===== src/sv/thtrk_pkg.sv =====
// shared types, constants and beat packing for the tcp handshake tracker
// no dependencies; used by every module of the block
package thtrk_pkg;

   localparam int unsigned IP_W      = 32;
   localparam int unsigned PORT_W    = 16;
   localparam int unsigned SEQ_W     = 32;
   localparam int unsigned LEN_W     = 16;
   localparam int unsigned FLAG_W    = 8;
   localparam int unsigned FAKE_W    = 11;
   localparam int unsigned CSR_IDX_W = 3;
   localparam int unsigned CSR_DAT_W = 32;

   // beat widths, padded to whole bytes
   localparam int unsigned REQ_DATA_W = 216;
   localparam int unsigned RSP_DATA_W = 56;

   localparam logic [SEQ_W-1:0]  NOT_SEEN  = '1;
   localparam logic [LEN_W-1:0]  MIN_LEN   = 16'd20;
   localparam logic [3:0]        IPV4      = 4'd4;
   localparam logic [7:0]        PROTO_TCP = 8'd6;

   localparam logic [FLAG_W-1:0] F_FIN = 8'h01;
   localparam logic [FLAG_W-1:0] F_SYN = 8'h02;
   localparam logic [FLAG_W-1:0] F_RST = 8'h04;
   localparam logic [FLAG_W-1:0] F_PSH = 8'h08;
   localparam logic [FLAG_W-1:0] F_ACK = 8'h10;

   typedef enum logic [CSR_IDX_W-1:0] {
      CSR_LOCAL_IP     = 3'd0,
      CSR_LOCAL_PORT   = 3'd1,
      CSR_REMOTE_IP    = 3'd2,
      CSR_REMOTE_PORT  = 3'd3,
      CSR_FAKE_LEN     = 3'd4,
      CSR_TRACK_ENABLE = 3'd5
   } csr_idx_type;

   typedef enum logic [1:0] {
      OUTCOME_NONE    = 2'd0,
      OUTCOME_SUCCESS = 2'd1,
      OUTCOME_CLOSED  = 2'd2
   } outcome_type;

   typedef enum logic [3:0] {
      RSN_NONE            = 4'd0,
      RSN_SYNACK_NO_SYN   = 4'd1,
      RSN_SYNACK_SEQ      = 4'd2,
      RSN_SYNACK_ACK      = 4'd3,
      RSN_IN_ACK_SEQ      = 4'd4,
      RSN_IN_ACK_ACK      = 4'd5,
      RSN_IN_OTHER        = 4'd6,
      RSN_AFTER_FAKE      = 4'd7,
      RSN_SYN_ACK_NONZERO = 4'd8,
      RSN_SYN_SEQ         = 4'd9,
      RSN_OUT_ACK_SEQ     = 4'd10,
      RSN_OUT_ACK_ACK     = 4'd11,
      RSN_OUT_OTHER       = 4'd12
   } reason_type;

   typedef struct packed {
      logic [LEN_W-1:0]  payload_len;
      logic [SEQ_W-1:0]  ack_num;
      logic [SEQ_W-1:0]  seq_num;
      logic [FLAG_W-1:0] tcp_flags;
      logic [PORT_W-1:0] dst_port;
      logic [PORT_W-1:0] src_port;
      logic [IP_W-1:0]   dst_ip;
      logic [IP_W-1:0]   src_ip;
      logic [7:0]        protocol;
      logic [3:0]        ip_version;
      logic [LEN_W-1:0]  packet_len;
      logic              outbound;
   } hdr_type;

   typedef struct packed {
      reason_type        reason;
      outcome_type       outcome;
      logic              matched;
      logic [FLAG_W-1:0] fake_flags;
      logic [SEQ_W-1:0]  fake_seq;
      logic              inject_fake;
      logic              forward;
   } result_type;

   typedef struct packed {
      logic [IP_W-1:0]   local_ip;
      logic [PORT_W-1:0] local_port;
      logic [IP_W-1:0]   remote_ip;
      logic [PORT_W-1:0] remote_port;
      logic [FAKE_W-1:0] fake_len;
   } conn_cfg_type;

   typedef struct packed {
      logic [SEQ_W-1:0] syn_seq;
      logic [SEQ_W-1:0] synack_seq;
      logic             monitoring;
      logic             fake_done;
      outcome_type      final_outcome;
   } track_state_type;

   // outbound sits in bit 0, remaining fields follow upwards
   function automatic hdr_type unpack_req(input logic [REQ_DATA_W-1:0] data);
      return hdr_type'(data[$bits(hdr_type)-1:0]);
   endfunction

   function automatic logic [RSP_DATA_W-1:0] pack_rsp(input result_type res);
      return {{(RSP_DATA_W-$bits(result_type)){1'b0}}, res};
   endfunction

endpackage


===== src/sv/thtrk_decide.sv =====
// per-beat decision logic: connection match and handshake checks
// depends on thtrk_pkg; purely combinational, sits between the tracker's registers
module thtrk_decide (
   input  thtrk_pkg::hdr_type         hdr,
   input  thtrk_pkg::conn_cfg_type    cfg,
   input  thtrk_pkg::track_state_type cur,
   output thtrk_pkg::result_type      res,
   output thtrk_pkg::track_state_type nxt
);

   logic                        is_tcp4;
   logic                        match_out;
   logic                        match_in;
   logic                        matched;
   logic                        bare;
   logic                        has_syn;
   logic                        has_ack;
   logic [thtrk_pkg::SEQ_W-1:0] syn_plus1;
   logic [thtrk_pkg::SEQ_W-1:0] synack_plus1;
   logic                        syn_seen;
   logic                        synack_seen;
   thtrk_pkg::reason_type       reason;

   assign is_tcp4 = (hdr.packet_len >= thtrk_pkg::MIN_LEN) &&
                    (hdr.ip_version == thtrk_pkg::IPV4) &&
                    (hdr.protocol == thtrk_pkg::PROTO_TCP);

   assign match_out = (hdr.src_ip == cfg.local_ip) && (hdr.src_port == cfg.local_port) &&
                      (hdr.dst_ip == cfg.remote_ip) && (hdr.dst_port == cfg.remote_port);
   assign match_in  = (hdr.dst_ip == cfg.local_ip) && (hdr.dst_port == cfg.local_port) &&
                      (hdr.src_ip == cfg.remote_ip) && (hdr.src_port == cfg.remote_port);
   assign matched   = is_tcp4 && (hdr.outbound ? match_out : match_in);

   assign bare    = ((hdr.tcp_flags & (thtrk_pkg::F_RST | thtrk_pkg::F_FIN)) == '0) &&
                    (hdr.payload_len == '0);
   assign has_syn = |(hdr.tcp_flags & thtrk_pkg::F_SYN);
   assign has_ack = |(hdr.tcp_flags & thtrk_pkg::F_ACK);

   assign syn_plus1    = cur.syn_seq + thtrk_pkg::SEQ_W'(1);
   assign synack_plus1 = cur.synack_seq + thtrk_pkg::SEQ_W'(1);
   assign syn_seen     = (cur.syn_seq != thtrk_pkg::NOT_SEEN);
   assign synack_seen  = (cur.synack_seq != thtrk_pkg::NOT_SEEN);

   always_comb begin
      nxt             = cur;
      reason          = thtrk_pkg::RSN_NONE;
      res.forward     = 1'b1;
      res.inject_fake = 1'b0;
      res.fake_seq    = '0;
      res.fake_flags  = '0;
      res.matched     = matched;

      if (matched && cur.monitoring) begin
         if (!hdr.outbound) begin
            if (has_syn && has_ack && bare) begin
               // syn-ack from the remote end
               if (!syn_seen) begin
                  reason = thtrk_pkg::RSN_SYNACK_NO_SYN;
               end else if (synack_seen && (cur.synack_seq != hdr.seq_num)) begin
                  reason = thtrk_pkg::RSN_SYNACK_SEQ;
               end else if (hdr.ack_num != syn_plus1) begin
                  reason = thtrk_pkg::RSN_SYNACK_ACK;
               end else begin
                  nxt.synack_seq = hdr.seq_num;
               end
            end else if (has_ack && !has_syn && bare && cur.fake_done) begin
               // remote acknowledges the fake data
               if (!synack_seen || (hdr.seq_num != synack_plus1)) begin
                  reason = thtrk_pkg::RSN_IN_ACK_SEQ;
               end else if (hdr.ack_num != syn_plus1) begin
                  reason = thtrk_pkg::RSN_IN_ACK_ACK;
               end else begin
                  nxt.monitoring    = 1'b0;
                  nxt.final_outcome = thtrk_pkg::OUTCOME_SUCCESS;
                  res.forward       = 1'b0;
               end
            end else begin
               reason = thtrk_pkg::RSN_IN_OTHER;
            end
         end else begin
            if (cur.fake_done) begin
               reason = thtrk_pkg::RSN_AFTER_FAKE;
            end else if (has_syn && !has_ack && bare) begin
               if (hdr.ack_num != '0) begin
                  reason = thtrk_pkg::RSN_SYN_ACK_NONZERO;
               end else if (syn_seen && (cur.syn_seq != hdr.seq_num)) begin
                  reason = thtrk_pkg::RSN_SYN_SEQ;
               end else begin
                  nxt.syn_seq = hdr.seq_num;
               end
            end else if (has_ack && !has_syn && bare) begin
               if (!syn_seen || (hdr.seq_num != syn_plus1)) begin
                  reason = thtrk_pkg::RSN_OUT_ACK_SEQ;
               end else if (!synack_seen || (hdr.ack_num != synack_plus1)) begin
                  reason = thtrk_pkg::RSN_OUT_ACK_ACK;
               end else begin
                  // handshake complete: pass the ack and ask for the fake segment
                  nxt.fake_done   = 1'b1;
                  res.inject_fake = 1'b1;
                  res.fake_seq    = syn_plus1 -
                                    {{(thtrk_pkg::SEQ_W-thtrk_pkg::FAKE_W){1'b0}}, cfg.fake_len};
                  res.fake_flags  = hdr.tcp_flags | thtrk_pkg::F_PSH;
               end
            end else begin
               reason = thtrk_pkg::RSN_OUT_OTHER;
            end
         end

         if (reason != thtrk_pkg::RSN_NONE) begin
            nxt.monitoring    = 1'b0;
            nxt.final_outcome = thtrk_pkg::OUTCOME_CLOSED;
            res.forward       = 1'b1;
         end
      end

      res.reason  = reason;
      res.outcome = nxt.final_outcome;
   end

endmodule


===== src/sv/thtrk_csr.sv =====
// configuration registers of the tracker, plain write port without read-back
// depends on thtrk_pkg
module thtrk_csr (
   input  logic                             clock,
   input  logic                             reset,
   input  logic                             csr_we,
   input  logic [thtrk_pkg::CSR_IDX_W-1:0]  csr_addr,
   input  logic [thtrk_pkg::CSR_DAT_W-1:0]  csr_wdata,
   output thtrk_pkg::conn_cfg_type          cfg,
   output logic                             track_enable,
   output logic                             restart
);

   thtrk_pkg::conn_cfg_type cfg_ff, cfg_in;
   logic                    enable_ff, enable_in;
   logic                    restart_in;

   always_comb begin
      cfg_in     = cfg_ff;
      enable_in  = enable_ff;
      restart_in = 1'b0;
      if (csr_we) begin
         unique case (thtrk_pkg::csr_idx_type'(csr_addr))
            thtrk_pkg::CSR_LOCAL_IP:     cfg_in.local_ip    = csr_wdata[thtrk_pkg::IP_W-1:0];
            thtrk_pkg::CSR_LOCAL_PORT:   cfg_in.local_port  = csr_wdata[thtrk_pkg::PORT_W-1:0];
            thtrk_pkg::CSR_REMOTE_IP:    cfg_in.remote_ip   = csr_wdata[thtrk_pkg::IP_W-1:0];
            thtrk_pkg::CSR_REMOTE_PORT:  cfg_in.remote_port = csr_wdata[thtrk_pkg::PORT_W-1:0];
            thtrk_pkg::CSR_FAKE_LEN:     cfg_in.fake_len    = csr_wdata[thtrk_pkg::FAKE_W-1:0];
            thtrk_pkg::CSR_TRACK_ENABLE: begin
               enable_in  = csr_wdata[0];
               restart_in = 1'b1;
            end
            default: ;
         endcase
      end
   end

   always_ff @(posedge clock) begin
      if (reset) begin
         cfg_ff    <= '0;
         enable_ff <= 1'b0;
      end else begin
         cfg_ff    <= cfg_in;
         enable_ff <= enable_in;
      end
   end

   assign cfg          = cfg_ff;
   // new enable value goes straight to the tracker state on the write edge
   assign track_enable = enable_in;
   assign restart      = restart_in;

endmodule


===== src/sv/tcp_handshake_tracker.sv =====
// tcp handshake tracker top level: input register, decision logic, result register
// depends on thtrk_pkg, thtrk_csr and thtrk_decide
// path: the req beat is held in the input register, decided, then held in the result
//    register, from which the rsp beat is offered
// throughput: one beat per cycle unless rsp_tready stalls; the handshake state is updated on
//    the same edge that loads the result register, so the next beat sees it straight away
// reset: synchronous, active high; clears the valid bits of both pipeline stages and the
//    configuration to 0, and the tracker to not monitoring with no sequence numbers seen
module tcp_handshake_tracker (
   input  logic                               clock,
   input  logic                               reset,
   // request side
   input  logic                               req_tvalid,
   output logic                               req_tready,
   // outbound, packet_len, ip_version, protocol, src_ip, dst_ip, src_port,
   // dst_port, tcp_flags, seq_num, ack_num, payload_len, zero pad
   input  logic [thtrk_pkg::REQ_DATA_W-1:0]   req_tdata,
   // response side
   output logic                               rsp_tvalid,
   input  logic                               rsp_tready,
   // forward, inject_fake, fake_seq, fake_flags, matched, outcome, reason, zero pad
   output logic [thtrk_pkg::RSP_DATA_W-1:0]   rsp_tdata,
   // configuration write port
   input  logic                               csr_we,
   input  logic [thtrk_pkg::CSR_IDX_W-1:0]    csr_addr,
   input  logic [thtrk_pkg::CSR_DAT_W-1:0]    csr_wdata
);

   thtrk_pkg::conn_cfg_type    cfg;
   logic                       track_enable;
   logic                       restart;

   // input register
   logic                       in_valid_ff, in_valid_in;
   thtrk_pkg::hdr_type         hdr_ff, hdr_in;

   // result register
   logic                       out_valid_ff, out_valid_in;
   thtrk_pkg::result_type      res_ff, res_in;

   // tracker state
   thtrk_pkg::track_state_type state_ff, state_in;
   thtrk_pkg::track_state_type state_nxt;
   thtrk_pkg::result_type      res_comb;

   logic                       advance;
   logic                       req_take;

   thtrk_csr u_csr (
      .clock        (clock),
      .reset        (reset),
      .csr_we       (csr_we),
      .csr_addr     (csr_addr),
      .csr_wdata    (csr_wdata),
      .cfg          (cfg),
      .track_enable (track_enable),
      .restart      (restart)
   );

   thtrk_decide u_decide (
      .hdr (hdr_ff),
      .cfg (cfg),
      .cur (state_ff),
      .res (res_comb),
      .nxt (state_nxt)
   );

   // the held beat moves on whenever the result register is empty or being drained
   assign advance    = in_valid_ff && (!out_valid_ff || rsp_tready);
   assign req_tready = !in_valid_ff || advance;
   assign req_take   = req_tvalid && req_tready;

   always_comb begin
      in_valid_in = in_valid_ff;
      hdr_in      = hdr_ff;
      if (req_take) begin
         in_valid_in = 1'b1;
         hdr_in      = thtrk_pkg::unpack_req(req_tdata);
      end else if (advance) begin
         in_valid_in = 1'b0;
      end
   end

   always_comb begin
      out_valid_in = out_valid_ff;
      res_in       = res_ff;
      if (advance) begin
         out_valid_in = 1'b1;
         res_in       = res_comb;
      end else if (rsp_tready) begin
         out_valid_in = 1'b0;
      end
   end

   // the user must write track_enable only while idle, so it never meets an advancing beat; not enforced here
   always_comb begin
      state_in = state_ff;
      if (restart) begin
         state_in.syn_seq       = thtrk_pkg::NOT_SEEN;
         state_in.synack_seq    = thtrk_pkg::NOT_SEEN;
         state_in.monitoring    = track_enable;
         state_in.fake_done     = 1'b0;
         state_in.final_outcome = thtrk_pkg::OUTCOME_NONE;
      end else if (advance) begin
         state_in = state_nxt;
      end
   end

   always_ff @(posedge clock) begin
      if (reset) begin
         in_valid_ff            <= 1'b0;
         out_valid_ff           <= 1'b0;
         state_ff.syn_seq       <= thtrk_pkg::NOT_SEEN;
         state_ff.synack_seq    <= thtrk_pkg::NOT_SEEN;
         state_ff.monitoring    <= 1'b0;
         state_ff.fake_done     <= 1'b0;
         state_ff.final_outcome <= thtrk_pkg::OUTCOME_NONE;
      end else begin
         in_valid_ff            <= in_valid_in;
         out_valid_ff           <= out_valid_in;
         state_ff               <= state_in;
      end
   end

   // payload registers, no reset needed
   always_ff @(posedge clock) begin
      hdr_ff <= hdr_in;
      res_ff <= res_in;
   end

   assign rsp_tvalid = out_valid_ff;
   assign rsp_tdata  = thtrk_pkg::pack_rsp(res_ff);

endmodule


===== config.mk =====
export PLATFORM = sky130hd
export DESIGN_NAME = tcp_handshake_tracker
export DESIGN_NICKNAME = d
export VERILOG_FILES = /design/src/sv/thtrk_pkg.sv /design/src/sv/thtrk_decide.sv /design/src/sv/thtrk_csr.sv /design/src/sv/tcp_handshake_tracker.sv
export SDC_FILE = /design/constraint.sdc
export NUM_CORES = 1
export LEC_CHECK = 0
export ABC_AREA = 0
export BUFFER_PORTS_ARGS = -buffer_cell sky130_fd_sc_hd__buf_2
export CAP_MARGIN = 30
export CORE_MARGIN = 5
export CORE_UTILIZATION = 49
export DETAILED_ROUTE_END_ITERATION = 8
export PLACE_DENSITY = 0.74
export SLEW_MARGIN = 5
export SYNTH_ARGS = -nofsm -noshare
export SYNTH_HDL_FRONTEND = slang
export SYNTH_SLANG_ARGS = --single-unit

===== constraint.sdc =====
create_clock -name clock -period 7.94 [get_ports clock]
set_clock_uncertainty 0.15 [all_clocks]
set_input_delay 0.397 -clock clock [delete_from_list [all_inputs] [get_ports clock]]
set_output_delay 0.397 -clock clock [all_outputs]
set_load 0.02 [all_outputs]

==> impl_metrics.prom <==
# TYPE chip_impl_metric gauge
chip_impl_info{name="synth_flop_cell",value="sky130_fd_sc_hd__edfxtp_1"} 1
chip_impl_metric{name="layout_cells_excl_fill",unit=""} 3461
chip_impl_metric{name="synth_async_sr_flop_share",unit="%"} 0
chip_impl_metric{name="final.fill_count",unit=""} 3688
chip_impl_info{name="clock_tree.root_cell",value="sky130_fd_sc_hd__clkbuf_16"} 1
chip_impl_metric{name="numPlacedInstances",unit=""} 3124
chip_impl_metric{name="clk_latency",unit="ps"} 620
chip_impl_metric{name="cts.clk_slew.worst_paths",unit="ps"} 60
chip_impl_info{name="timing.critical_path.from_type",value="register"} 1
chip_impl_metric{name="synth.distinct_cells",unit=""} 84
chip_impl_metric{name="detail_route.iter0.violations",unit=""} 2057
chip_impl_metric{name="worst_slew_pin_slew",unit="ps"} 1010
chip_impl_metric{name="grt_first_pass_wirelength",unit="mm"} 127
chip_impl_metric{name="period_share",unit="%"} 70.3
chip_impl_metric{name="synth_compound_gate_area_share",unit="%"} 9.15
chip_impl_metric{name="wl",unit="mm"} 85.6
chip_impl_metric{name="htree_num_levels",unit=""} 2
chip_impl_info{name="crit_type",value="register to register"} 1
chip_impl_metric{name="grt.total_usage",unit="%"} 32.3
chip_impl_metric{name="slew-limit-headroom",unit="%"} 32.0
chip_impl_metric{name="preCtsSetupSlack",unit="ps"} 2560
chip_impl_metric{name="synth_mux_area_share",unit="%"} 2.85
chip_impl_metric{name="die_boundary_height",unit="um"} 228
chip_impl_metric{name="detailedRoute.firstPassIterationCount",unit=""} 6
chip_impl_metric{name="synth_simple_gate_area_share",unit="%"} 19.6
chip_impl_metric{name="numClockSinks",unit=""} 435
chip_impl_metric{name="yosys_register_bits",unit=""} 435
chip_impl_info{name="yosys-top-cells-area",value="sky130_fd_sc_hd__edfxtp_1, sky130_fd_sc_hd__dfxtp_1, sky130_fd_sc_hd__xnor2_1"} 1
chip_impl_metric{name="placement.io_buffers",unit=""} 300
chip_impl_metric{name="crit_required",unit="ps"} 8240
chip_impl_metric{name="ant_nets",unit=""} 0
chip_impl_metric{name="worst_slack_on_hold_paths",unit="ps"} 24.8
chip_impl_metric{name="worst_ir_drop_vdd",unit="mV"} 0.203
chip_impl_metric{name="setup_slack",unit="ps"} 2360
chip_impl_info{name="synth_top_family_by_area",value="simple AND/OR/NAND/NOR gates"} 1
chip_impl_info{name="min_path_type",value="primary input to register"} 1
chip_impl_info{name="synth_most_common_cell",value="sky130_fd_sc_hd__nand2_1"} 1
chip_impl_info{name="unrepaired_setup_endpoints_after_global_routing",value="false"} 1
chip_impl_metric{name="final_area",unit="mm2"} 0.0291
chip_impl_metric{name="area_grow_syn2layout",unit="%"} 25.3
chip_impl_metric{name="synth_enable_flop_cells",unit=""} 258
chip_impl_metric{name="cp_data_arrival_time",unit="ps"} 5880
chip_impl_metric{name="layout.core_utilization",unit="%"} 62.2
chip_impl_info{name="tritoncts_clock_tree",value="yes"} 1
chip_impl_metric{name="combined_area_of_all_synthesized_cells",unit="mm2"} 0.0232
chip_impl_metric{name="die-width",unit="um"} 228
chip_impl_metric{name="cts_made_buffers",unit=""} 48
chip_impl_metric{name="power.leakage",unit="nW"} 11.7
chip_impl_info{name="cp_slowest_cell",value="sky130_fd_sc_hd__dfxtp_1"} 1
chip_impl_metric{name="dpl_cell_area",unit="mm2"} 0.0250
chip_impl_metric{name="layout.nets",unit=""} 3083
chip_impl_metric{name="number_of_rows_in_the_core_area",unit=""} 79
chip_impl_metric{name="ctsResizeCount",unit=""} 0
chip_impl_metric{name="hpwl",unit="mm"} 60.3
chip_impl_metric{name="drcViolationCount",unit=""} 0
chip_impl_metric{name="hold_viol_final",unit=""} 0
chip_impl_metric{name="io_pins",unit=""} 314
chip_impl_metric{name="totalPowerFinal",unit="mW"} 5.53
chip_impl_metric{name="synth.yosys.seq_area_share",unit="%"} 48.6
chip_impl_metric{name="placeableCoreArea",unit="mm2"} 0.0468
chip_impl_metric{name="maxCapViolations",unit=""} 0
chip_impl_info{name="crit_chain",value="and4_1 > nand4_1 > a32oi_1 > o2111ai_1 > or4_1 > nor4_1 > and3_1 > nand3_2 > buf_4 > mux2i_1 > nand2_1"} 1
chip_impl_metric{name="slew_violations",unit=""} 0
chip_impl_metric{name="first_global_vias",unit=""} 20400
chip_impl_metric{name="critical_path_peak_fanout",unit=""} 20
chip_impl_metric{name="synthesis.instances",unit=""} 2354
chip_impl_metric{name="vias_per_cell",unit=""} 5.90
chip_impl_metric{name="route.vias.total",unit=""} 20400
chip_impl_metric{name="largest_net_degree_at_the_start_of_global_routing",unit=""} 155
chip_impl_metric{name="max-clock-path-buffers",unit=""} 3
chip_impl_info{name="synth.top_cells.by_count",value="sky130_fd_sc_hd__nand2_1, sky130_fd_sc_hd__edfxtp_1, sky130_fd_sc_hd__xnor2_1, sky130_fd_sc_hd__dfxtp_1, sky130_fd_sc_hd__xor2_1"} 1
chip_impl_info{name="endpoint_kind",value="register"} 1
chip_impl_metric{name="fmax",unit="MHz"} 179
chip_impl_metric{name="cellPowerDensity",unit="mW/mm2"} 190
chip_impl_info{name="outcome",value="finished clean"} 1
chip_impl_metric{name="grt.overflow.total",unit=""} 0
chip_impl_metric{name="gp_routability_congestion",unit=""} 1.01
chip_impl_metric{name="start_util",unit="%"} 49.7
chip_impl_metric{name="fin_crit",unit="ps"} 5580
chip_impl_metric{name="floorplan.die_area",unit="mm2"} 0.0518
chip_impl_metric{name="wl_cell",unit="um"} 24.7
chip_impl_metric{name="final-setup-viol-count",unit=""} 0
chip_impl_metric{name="post_synth_xor_area_fraction",unit="%"} 14.9
chip_impl_metric{name="synth_largest_type_area_fraction",unit="%"} 33.4
chip_impl_metric{name="avgSynthCellArea",unit="um2"} 9.86
chip_impl_metric{name="grt_antenna_before_repair",unit=""} 2
chip_impl_metric{name="synthesis.yosys.warnings",unit=""} 0
chip_impl_info{name="synth_largest_area_cell",value="sky130_fd_sc_hd__edfxtp_1"} 1
chip_impl_metric{name="synthAdderAreaFrac",unit="%"} 0.787
chip_impl_metric{name="final_total_negative_setup_slack",unit="ps"} 0
chip_impl_metric{name="post_route_cells_drive_above_1_share",unit="%"} 14.8
chip_impl_metric{name="slowest_delay",unit="ps"} 740
## cells by family (layout without fill, tap and decap cells)
family	count (synthesis)	count (layout)
simple gates	895	895
other cells	1	12
mux	66	66
compound gates	330	330
flops	435	435
buf+inv	226	715
fa+ha+maj	14	14
xor+xnor	387	387
## final timing paths
kind	start	endpoint	slack [ps]	cells after the start
min reg2reg	u_csr.cfg[2]	u_csr.cfg[2]	310	2
max	state_ff[42]	state_ff[15]	2360	11
min	csr_addr[1]	u_csr.cfg[3]	20	4
max reg2reg	state_ff[42]	state_ff[15]	2360	11
## state kept, by name, indices dropped and copies added, names as in the netlist
name,count
rsp_tvalid,1
state_ff,68
in_valid_ff,1
rsp_tdata,48
hdr_ff,210
u_csr.cfg,107
## layout by cell type, fill, tap and decap left out, types with 10 or more instances in the layout
master                          synthesis  routed
sky130_fd_sc_hd__a21oi_1              144     144
sky130_fd_sc_hd__a31oi_1               12      12
sky130_fd_sc_hd__and3_1                17      17
sky130_fd_sc_hd__and4_1                12      12
sky130_fd_sc_hd__buf_2                 20     300
sky130_fd_sc_hd__buf_4                 14      11
sky130_fd_sc_hd__clkbuf_16              0      48
sky130_fd_sc_hd__clkinv_2               0      10
sky130_fd_sc_hd__conb_1                 1      10
sky130_fd_sc_hd__dfxtp_1              177     177
sky130_fd_sc_hd__dlygate4sd3_1          0     244
sky130_fd_sc_hd__edfxtp_1             258     258
sky130_fd_sc_hd__ha_1                  13      13
sky130_fd_sc_hd__inv_1                 69      69
sky130_fd_sc_hd__mux2i_1               66      66
sky130_fd_sc_hd__nand2_1              373     373
sky130_fd_sc_hd__nand2b_1              15      15
sky130_fd_sc_hd__nand3_1               53      52
sky130_fd_sc_hd__nand4_1               75      75
sky130_fd_sc_hd__nor2_1               103     101
sky130_fd_sc_hd__nor2b_1               21      20
sky130_fd_sc_hd__nor3_1                45      45
sky130_fd_sc_hd__nor4_1                84      83
sky130_fd_sc_hd__o211ai_1              21      21
sky130_fd_sc_hd__o21ai_0               35      35
sky130_fd_sc_hd__or3_1                 18      18
sky130_fd_sc_hd__or4_1                 16      16
sky130_fd_sc_hd__xnor2_1              211     211
sky130_fd_sc_hd__xor2_1               171     171
## critical path: cells and delay by family, from the launching register on
family / cells / cell delay (ps)
simple gates: 7 / 3220
flops: 1 / 740
buf+inv: 1 / 450
compound gates: 2 / 600
mux: 1 / 240
## timing repair
action | CTS | global route
setup buffers | 0 | 0
hold endpoints to repair | 316 | 0
hold buffers | 244 | 0
## power by group
group,leakage [nW],total [mW],internal [mW],switching (mW)
registers,3.91,2.60,2.49,0.112
logic,6.98,0.531,0.252,0.279
clock network,0.819,2.40,1.41,0.984
## final cells by class
type | instances | area [um2] | area share (%)
Sequential cell | 435 | 11300 | 38.8
Timing Repair Buffer | 557 | 4050 | 13.9
Antenna cell | 2 | 5.00 | 0.0172
Multi-Input combinational cell | 1702 | 11000 | 38.0
Tap cell | 607 | 759 | 2.61
Clock inverter | 30 | 405 | 1.39
Clock buffer | 59 | 1270 | 4.37
Inverter | 69 | 259 | 0.890
## layer usage
layer | vias to the layer above | share of wire [%] | global-route usage [%]
li1 | 9300 | - | -
met1 | 9815 | 38 | 40.0
met2 | 1066 | 49 | 55.0
met3 | 239 | 7.4 | 5.34
met4 | 2 | 5.7 | 16.1
met5 | - | 0.015 | 0
(Power assumes the default switching activity.)
